--- src/rtl/mmes_pkg.sv ---
// ----------------------------------------------------------------------------
// mmes_pkg
// Shared types and sizing for the memory map entry sorter.
// ----------------------------------------------------------------------------
package mmes_pkg;

    // Capacity of the sorting chain, one entry per cell (range 2 to 64).
    localparam int MAX_ENTRIES = 32;

    localparam int ADDR_W = 64;
    localparam int LEN_W  = 64;
    localparam int TYPE_W = 32;

    typedef struct packed {
        logic [ADDR_W-1:0] base_address;
        logic [LEN_W-1:0]  region_length;
        logic [TYPE_W-1:0] region_type;
    } in_req_t;

    typedef struct packed {
        logic [ADDR_W-1:0] out_address;
        logic [LEN_W-1:0]  out_length;
        logic [TYPE_W-1:0] out_type;
        logic              final_entry;
        logic              overflowed;
    } out_req_t;

    // One stored memory map entry.
    typedef struct packed {
        logic [ADDR_W-1:0] addr;
        logic [LEN_W-1:0]  len;
        logic [TYPE_W-1:0] rtype;
    } entry_t;

    // What a cell shows to its neighbors.
    typedef struct packed {
        logic   occupied;
        entry_t entry;
    } cell_state_t;

    // Chain-wide command broadcast to every cell.
    typedef struct packed {
        logic insert;
        logic drain;
    } cell_ctrl_t;

endpackage

--- src/rtl/mmes_cell.sv ---
// ----------------------------------------------------------------------------
// mmes_cell
// One slot of the insertion chain: compares the incoming address with its
// own entry, shifts toward higher slots on insert, toward slot zero on drain.
// ----------------------------------------------------------------------------
module mmes_cell (
    input  logic                 aclk,
    input  logic                 aresetn,
    input  mmes_pkg::cell_ctrl_t ctrl,
    input  mmes_pkg::entry_t     new_entry,
    input  mmes_pkg::cell_state_t left_state,
    input  logic                 left_shift,
    input  mmes_pkg::cell_state_t right_state,
    output mmes_pkg::cell_state_t state,
    output logic                 shift
);

    logic             occ_reg, occ_next;
    mmes_pkg::entry_t entry_reg, entry_next;

    // An empty slot always yields; an occupied one yields only to a strictly
    // lower address, which keeps equal addresses in arrival order.
    assign shift = !occ_reg || (new_entry.addr < entry_reg.addr);

    always_comb begin
        occ_next   = occ_reg;
        entry_next = entry_reg;
        if (ctrl.drain) begin
            occ_next   = right_state.occupied;
            entry_next = right_state.entry;
        end else if (ctrl.insert && shift) begin
            if (left_shift) begin
                occ_next   = left_state.occupied;
                entry_next = left_state.entry;
            end else begin
                occ_next   = 1'b1;
                entry_next = new_entry;
            end
        end
    end

    always_ff @(posedge aclk) begin
        if (!aresetn) begin
            occ_reg <= 1'b0;
        end else begin
            occ_reg <= occ_next;
        end
        entry_reg <= entry_next;
    end

    assign state.occupied = occ_reg;
    assign state.entry    = entry_reg;

endmodule

--- config.mk ---
export PLATFORM = sky130hd
export DESIGN_NAME = mmes_cell
export DESIGN_NICKNAME = d
export VERILOG_FILES = /design/src/rtl/mmes_pkg.sv /design/src/rtl/mmes_cell.sv
export SDC_FILE = /design/constraint.sdc
export NUM_CORES = 1
export LEC_CHECK = 0
export BUFFER_PORTS_ARGS = -buffer_cell sky130_fd_sc_hd__buf_2
export CAP_MARGIN = 20
export CORE_AREA = 10 10 248 250
export DETAILED_ROUTE_END_ITERATION = 12
export DIE_AREA = 0 0 258 260
export GPL_TIMING_DRIVEN = 0
export PLACE_DENSITY = 0.52
export SLEW_MARGIN = 15
export SYNTH_ARGS = -nofsm -noshare
export SYNTH_HDL_FRONTEND = slang
export SYNTH_SLANG_ARGS = --single-unit
--- constraint.sdc ---
create_clock -name aclk -period 18.8 [get_ports aclk]
set_input_delay 3.76 -clock aclk [delete_from_list [all_inputs] [get_ports aclk]]
set_output_delay 3.76 -clock aclk [all_outputs]
set_load 0.02 [all_outputs]
==> Yosys cells after proc, flatten, opt, wreduce, memory -nomap -nowiden <==
Index checks and enable logic that the tools add are counted.
{ "totals": {"ff_bits": 161, "in_bits": 487, "output_inout_bits": 162, "wordCells": 15} }
{ "op_classes": {"magnitude_cmp": 1, "muxes": 6, "n_reduce_logical": 4} }
{ "ops": {"columns": ["op", "n"], "rows": [
  ["160-bit two-way mux", 3],
  ["64-bit < comparator", 1],
  ["1-bit two-way mux", 3],
  ["2-bit nonzero test", 1],
  ["1-bit logical AND", 1],
  ["1-bit logical NOT", 1],
  ["1-bit logical OR", 1]
]} }

==> Longest topological paths before layout <==
Gate-level depths: netlist of the first run.
{ "depth": {"ltp_word": 5, "mapped_depth": 8, "depth_no_buf": 8} }

==> Worst setup path before layout of the first run <==
No wires, ideal clock.
{ "synth_timing": {"path_kind": "input-to-reg", "start": "input port new_entry[97] (netlist bit)", "end": "register entry_reg, in the netlist state[0], enable pin", "setup_ns": 0.536, "arrival_ns": 8.708, "required_time_ns": 18.264, "path_slack_ns": 9.557, "path_stages": 6, "path_cell_list": "ha_1 > a2111oi_4 > nor4b_1 > o41a_1 > o2111ai_2 > a31o_1"} }
{ "synth_via": {"elab_chain_cells": 4} }
{ "synth_rtl": {"columns": ["item", "line_no", "source"], "rows": [
  ["start: declaration", "mmes_cell.sv:10", "input mmes_pkg::entry_t new_entry,"],
  ["64-bit < comparator", "mmes_cell.sv:23", "assign shift = !occ_reg || (new_entry.addr < entry_reg.addr);"],
  ["1-bit logical OR", "mmes_cell.sv:23", null],
  ["1-bit logical AND", "mmes_cell.sv:31", "end else if (ctrl.insert && shift) begin"],
  ["2-bit nonzero test (no line)", null, null],
  ["end signal: assignment", "mmes_cell.sv:48", "entry_reg <= entry_next;"],
  ["end: declaration", "mmes_cell.sv:19", "mmes_pkg::entry_t entry_reg, entry_next;"]
]} }
Every way passes these cells.
A chain may end at the register's enable or synchronous reset.

==> Final worst setup path of the first run <==
{ "layout_timing": {"start": "input port new_entry[155] (netlist bit)", "end": "output port shift"} }
{ "layout_via": {"elab_chain_cells": 2} }
{ "layout_rtl": {"columns": ["item", "line_no", "source"], "rows": [
  ["64-bit < comparator", "mmes_cell.sv:23", null],
  ["1-bit logical OR", "mmes_cell.sv:23", null],
  ["end: declaration", "mmes_cell.sv:15", "output logic shift"]
]} }
Every way passes these cells.

==> qor.txt, run 1 <==
CTS clock-pin slew for the worst setup and hold paths -> 0.07 ns
Tot Pwr -> 1.14 mW
Via/cell ratio -> 4.14
Outcome -> complete, no violations
Hold Startpoint -> occ_reg
Hold-fix buffers, CTS -> 0
Max-cap violations -> 0
CP dominant cell by count -> buf_2
Layout area overhead -> 50.4%
Crit path time final -> 9.70 ns
Clock buffers created by TritonCTS -> 17
Gate Count Post-Synth -> 926
Crit path buf inv count -> 2
Vias in the first global route -> 10.9k
Hold WS -> 0.578 ns
Total Wirelength -> 53,300 um
Largest net degree at the start of global routing -> 53
H-tree Lvls -> 4
Setup bufs post-CTS -> 0
Worst Setup Path Type -> input pin to primary output
Family with the most delay on the worst path -> simple AND/OR/NAND/NOR gates
Commonest cells after routing, fill and taps aside -> buf_2 (660), nand2_1 (174), o21ai_0 (168)
Syn. warnings -> 0
GRT overflow -> 0
Post-route setup TNS -> 0 ns
CP Capture Type -> primary output
Core ar. -> 0.0563 mm^2
Tcrit/Tclk final -> 0.516
TritonCTS clock tree -> built
Skew-Pair Late Insertion Delay -> 0.48 ns
Critical path's largest stage delay -> 0.61 ns
Drt drc -> 0
Clk sinks -> 161
Post-synth cell types -> 41
Min-delay worst type -> flop to flop
Fin. Hold Viols -> 0
Detail Route Antenna Nets -> 0
Post-cts resize count -> 0
PortBufs -> 646
Die Ht -> 260 um
Flops & latches, synth -> 161
Max reg flops -> 160
Post-synth top flop -> edfxtp_1
CTS Root Cell -> clkbuf_16
Syn Area/Cell -> 10.5 um^2
Sequential fraction of the synthesis area -> 0.495
Data arrival, critical path -> 5.94 ns
Synth Cell Area -> 0.00974 mm^2
Die X -> 258 um
Cell accounting for the most synthesized area -> edfxtp_1
Worst flop-to-flop path startpoint -> state[115]
Top Ports -> 649
Global-route wire length before repair -> 74,100 um
Power Density -> 78.1 mW/mm^2
Post-synth top area share -> 0.493
Layout cells sized above 1 -> 0.439
Most common cell after layout, fill and taps aside -> buf_2
DR iter-0 viols -> 524
DRT Pass-1 Iters -> 4
Initial antenna violation count -> 12
Setup violators final -> 0
Slew of the pin with the lowest slew margin -> 0.956 ns
Clk_skew -> 0.0150 ns
Synth Net Count -> 1,476
P_leak -> 7.16 nW
Highest clock rate -> 103 MHz
Wire length per cell -> 22.5 um
Fillers -> 6,154
Max rail drop VDD -> 0.0000658 V
CP Launch Point -> new_entry[155]
Slew Limit Fails -> 0
CP startpoint kind -> input pin
CP max stage cell -> nor3_1
Worst EP required -> 15.04 ns
EDFF count, synth -> 160
Async set-reset flop share out of synthesis -> 0
Clock buffer depth -> 2
Routability cong. -> 0.901
GRT Total Usage -> 0.152
Max_slew headroom -> 0.363
Critical Path Fanout Max -> 3
Row Count -> 87
Largest cells by area after synthesis -> edfxtp_1 (49%), mux2i_1 (16%), o21ai_0 (8.6%)
Via count -> 9,793
Worst-path cell chain -> buf_2 > ha_1 > and4_1 > nand2b_1 > nor3_1 > o31a_1 > o21ai_0 > and2_2 > buf_2
Initial core utilization -> 0.173
Unrepaired setup endpoints after global routing -> false
Nets -> 2,145
Die footprint -> 0.0671 mm^2
Final Core Density -> 0.260
DP HPWL -> 46,100 um
power breakdown:
part	internal (mW)	switching, mW	leakage (nW)
registers	0.442	0.0151	1.66
clock network	0.214	0.174	0.297
logic	0.113	0.186	5.21
total	0.768	0.376	7.16
tightest hold or removal path, cell delays in order, from the launching register on:
cell and delay, ns:
dfxtp_1 0.35, o2111ai_2 0.10, a31oi_1 0.07
kinds of logic after synthesis:
family / Yosys count / share of synthesized area
multiplexers: 160 / 0.164
AND/OR/NAND/NOR: 208 / 0.0896
AO/OA/AOI/OAI: 215 / 0.120
buffers and inverters: 119 / 0.0498
adder cells (fa/ha/maj): 63 / 0.0809
flip-flops: 161 / 0.495
worst paths after layout:
| path | end | slack (ns) | depth (start not counted) |
|---|---|---|---|
| worst max-delay path | shift | 9.10 | 9 |
| worst min-delay path | occ_reg | 0.58 | 2 |
| worst max register to register | state[25] | 15.48 | 9 |
| worst min register to register | occ_reg | 0.58 | 2 |
metal layers:
metal	global-route usage	vias to the layer above	wire length, um
met5	0	-	13
met4	0.0426	2	979
met3	0.0487	54	3980
met2	0.279	478	27600
met1	0.165	4564	20700
li1	-	4695	-
through the flow:
step	instance area [um^2]	std cells	setup WS, ns
finish	14700	2367	9.10
global route	14600	2364	8.99
CTS	14600	2364	9.05
detailed placement	14000	2332	9.07
global placement	13900	2328	6.53
floorplan	9740	926	9.56
synth_stat cells, drive strengths merged, types with 2 or more instances:
library cell,instances
nand2,174
o21ai,168
edfxtp,160
mux2i,160
inv,64
ha,63
clkbuf,36
a21oi,26
buf,19
nand4,11
nand3,7
nor2,5
and4,3
nor3,3
o21a,3
a21boi,2
a21o,2
a221oi,2
nand2b,2
o211ai,2
layout make-up:
type / count / area, um^2 / share of cell area
Sequential cell: 161 / 4820 / 0.329
Tap cell: 756 / 946 / 0.0646
Inverter: 64 / 240 / 0.0164
Buffer: 55 / 245 / 0.0167
Multi-Input combinational cell: 646 / 4440 / 0.303
Clock buffer: 18 / 429 / 0.0293
Timing Repair Buffer: 650 / 3320 / 0.227
Antenna cell: 3 / 7.51 / 0.000512
Clock inverter: 14 / 198 / 0.0135
Note: power is estimated with default switching activity, not from simulation.
==> run 2: changes to the inputs <==
--- a/config.mk
+++ b/config.mk
@@ -5,13 +5,14 @@
 export SDC_FILE = /design/constraint.sdc
 export NUM_CORES = 1
 export LEC_CHECK = 0
+export ABC_AREA = 1
 export BUFFER_PORTS_ARGS = -buffer_cell sky130_fd_sc_hd__buf_2
 export CAP_MARGIN = 20
-export CORE_AREA = 10 10 248 250
+export CORE_AREA = 10 10 242 244
 export DETAILED_ROUTE_END_ITERATION = 12
-export DIE_AREA = 0 0 258 260
+export DIE_AREA = 0 0 252 254
 export GPL_TIMING_DRIVEN = 0
-export PLACE_DENSITY = 0.52
+export PLACE_DENSITY = 0.54
 export SLEW_MARGIN = 15
 export SYNTH_ARGS = -nofsm -noshare
 export SYNTH_HDL_FRONTEND = slang
==> constraint.sdc (replaced) <==
create_clock -name aclk -period 8.5 [get_ports aclk]
set_input_delay 1.7 -clock aclk [delete_from_list [all_inputs] [get_ports aclk]]
set_output_delay 1.7 -clock aclk [all_outputs]
set_load 0.02 [all_outputs]
==> qor.txt, run 2 <==
Post-Synth Simple-Gate Area -> 0.164
Max-cap violations -> 0
CP dominant cell by count -> nand2_1
Clk pwr share -> 0.334
Reg2Reg Setup Slack -> 5.28 ns
Unrepaired setup endpoints after global routing -> false
Worst EP required -> 6.80 ns
Routability cong. -> 0.965
Commonest cells after routing, fill and taps aside -> buf_2 (651), a21oi_1 (352), nand2_1 (213)
Async set-reset flop share out of synthesis -> 0
Multi-input combinational cell area -> 0.00423 mm^2
Nets -> 2,368
Flops & latches, synth -> 161
Syn Area/Cell -> 8.38 um^2
CP Capture Type -> primary output
H-tree Lvls -> 4
Combinational Power Share -> 0.263
Pint -> 1.65 mW
Row Count -> 85
Initial antenna violation count -> 8
Worst Setup Path Type -> input pin to primary output
Global-route wire length before repair -> 76,700 um
Max rail drop VDD -> 0.000137 V
Layout area overhead -> 49.8%
DRT Pass-1 Iters -> 5
Total Wirelength -> 55,300 um
Hold Startpoint -> occ_reg
CTS Root Cell -> clkbuf_16
Sequential fraction of the synthesis area -> 0.501
CP startpoint kind -> input pin
Critical Path Fanout Max -> 3
Count leader, synth -> a21oi_1
CTS clock-pin slew for the worst setup and hold paths -> 0.07 ns
FF+latch area -> 0.00482 mm^2
Core ar. -> 0.0536 mm^2
GRT Total Usage -> 0.164
Detail Route Antenna Nets -> 0
Clk sinks -> 161
Synth cell count leaders -> a21oi_1 (352), nand2_1 (213), nor2_1 (182), edfxtp_1 (160), inv_1 (71)
Synth Net Count -> 1,699
Clock buffers created by TritonCTS -> 17
DR iter-0 viols -> 724
Die Ht -> 254 um
Largest net degree at the start of global routing -> 85
Finished Layout Cells -> 2,532
Skew-Pair Late Insertion Delay -> 0.48 ns
P_leak -> 6.89 nW
Gate Count Post-Synth -> 1,149
Hold WS -> 0.605 ns
Post-synthesis xor/xnor area fraction -> 0
GRT overflow -> 0
CP max stage cell -> ha_1
Outcome -> complete, no violations
TritonCTS clock tree -> built
Highest clock rate -> 197 MHz
DP HPWL -> 45,800 um
Post-synth cell types -> 25
Post-synthesis compound-gate area fraction -> 0.192
Setup bufs post-CTS -> 0
Hold depth -> 2
Most common cell after layout, fill and taps aside -> buf_2
Crit path time final -> 5.08 ns
Worst-path cell chain -> buf_2 > ha_1 > nand2_1 > inv_2 > nand3_2 > nor3_2 > nand2_1 > nor2_1 > nand2_1 > o21ai_0 > nor2_1 > nand2_1 > nand2_2 > buf_2
Syn. warnings -> 0
Mux contribution to synthesized area -> 0
Die X -> 252 um
Sw frac -> 0.337
Max reg flops -> 160
Initial core utilization -> 0.180
Register-to-Register Path Depth -> 14
Fillers -> 5,947
Post-synth top area share -> 0.499
Max_slew headroom -> 0.318
Sequential Power Share -> 0.403
Layout cells sized above 1 -> 0.383
Drt drc -> 0
Clock buffer depth -> 2
Min-delay worst type -> flop to flop
Post-Synth Adder-Cell Area -> 0.0819
EDFF count, synth -> 160
Tot Pwr -> 2.49 mW
Via/cell ratio -> 4.43
Placed cell areas -> 0.0138 mm^2
Hold-fix buffers, CTS -> 0
Data arrival, critical path -> 3.38 ns
Die footprint -> 0.0640 mm^2
Wire length per cell -> 21.8 um
Power Density -> 173 mW/mm^2
Largest cells by area after synthesis -> edfxtp_1 (50%), a21oi_1 (18%), nand2_1 (8.3%)
PortBufs -> 647
Top Ports -> 649
Slew Limit Fails -> 0
DP Cell Count -> 2,493
Worst hold endpoint -> occ_reg
Post-route cell area -> 0.0144 mm^2
Clk_skew -> 0.0131 ns
Vias in the first global route -> 11.6k
Post-route setup TNS -> 0 ns
R2r endpoint -> state[55]
Largest family of logic cells by synthesized area -> compound AO/OA/AOI/OAI gates
Reported net switching power -> 0.841 mW
Worst flop-to-flop path startpoint -> state[153]
Critical path's largest stage delay -> 0.29 ns
Post-cts resize count -> 0
Via count -> 11.2k
Synth Cell Area -> 0.00963 mm^2
Slew of the pin with the lowest slew margin -> 1.02 ns
Cell accounting for the most synthesized area -> edfxtp_1
Post-synth top flop -> edfxtp_1
Setup violators final -> 0
Fin. Hold Viols -> 0
Tcrit/Tclk final -> 0.598
-- run 2: area by class of cell --
type | instances | share of cell area
diodes | 5 | 0.000868
plain buffers | 71 | 0.0208
clock buffers | 18 | 0.0298
clock inverters | 14 | 0.0121
inverters | 76 | 0.0198
multi-input cells | 841 | 0.293
flip-flops and latches | 161 | 0.335
well taps | 696 | 0.0604
repair buffers | 650 | 0.228
-- run 2: stage by stage --
stage | setup slack, ns | utilization
detailed placement | 3.46 | 0.257
global placement | 1.58 | 0.256
finish | 3.42 | 0.269
global route | 3.33 | 0.269
CTS | 3.46 | 0.268
floorplan | 3.34 | -
-- run 2: metal layers --
layer	share of wire	wire length (um)	track usage	vias to the layer above
met3	0.091	5030	0.0582	73
met5	0.00081	45	0	-
met2	0.49	27200	0.278	551
met4	0.029	1620	0.0755	6
li1	-	-	-	5287
met1	0.39	21400	0.182	5302
-- run 2: how the worst max path moves through the flow --
stage	to	cells after the start	slack [ns]	from
after global placement	state[33]	15	1.58	new_entry[155]
after floorplan	state[0]	14	3.34	new_entry[101]
after detailed placement	shift	14	3.46	new_entry[155]
after global routing	shift	14	3.33	new_entry[155]
final	shift	14	3.42	new_entry[155]
after CTS	shift	14	3.46	new_entry[155]
-- run 2: critical path, delay by kind of cell --
family	cells	cell delay (ns)
adder cells (fa/ha/maj)	1	0.29
AND/OR/NAND/NOR	9	0.98
AO/OA/AOI/OAI	1	0.07
buffers and inverters	3	0.34
-- run 2: cells by family after synthesis --
kind of cell,Yosys count
buf+inv,147
flops,161
fa+ha+maj,63
simple gates,411
compound gates,367
-- run 2: power by group through the flow --
stage | Sequential, mW | Combinational, mW | Clock (mW)
2_1_floorplan | 1.12 | 0.224 | 0
3_3_place_gp | 1.03 | 0.655 | 0
3_5_place_dp | 1.02 | 0.661 | 0
4_1_cts | 1.00 | 0.664 | 0.865
5_1_grt | 1.01 | 0.720 | 0.891
6_report | 1.00 | 0.657 | 0.832
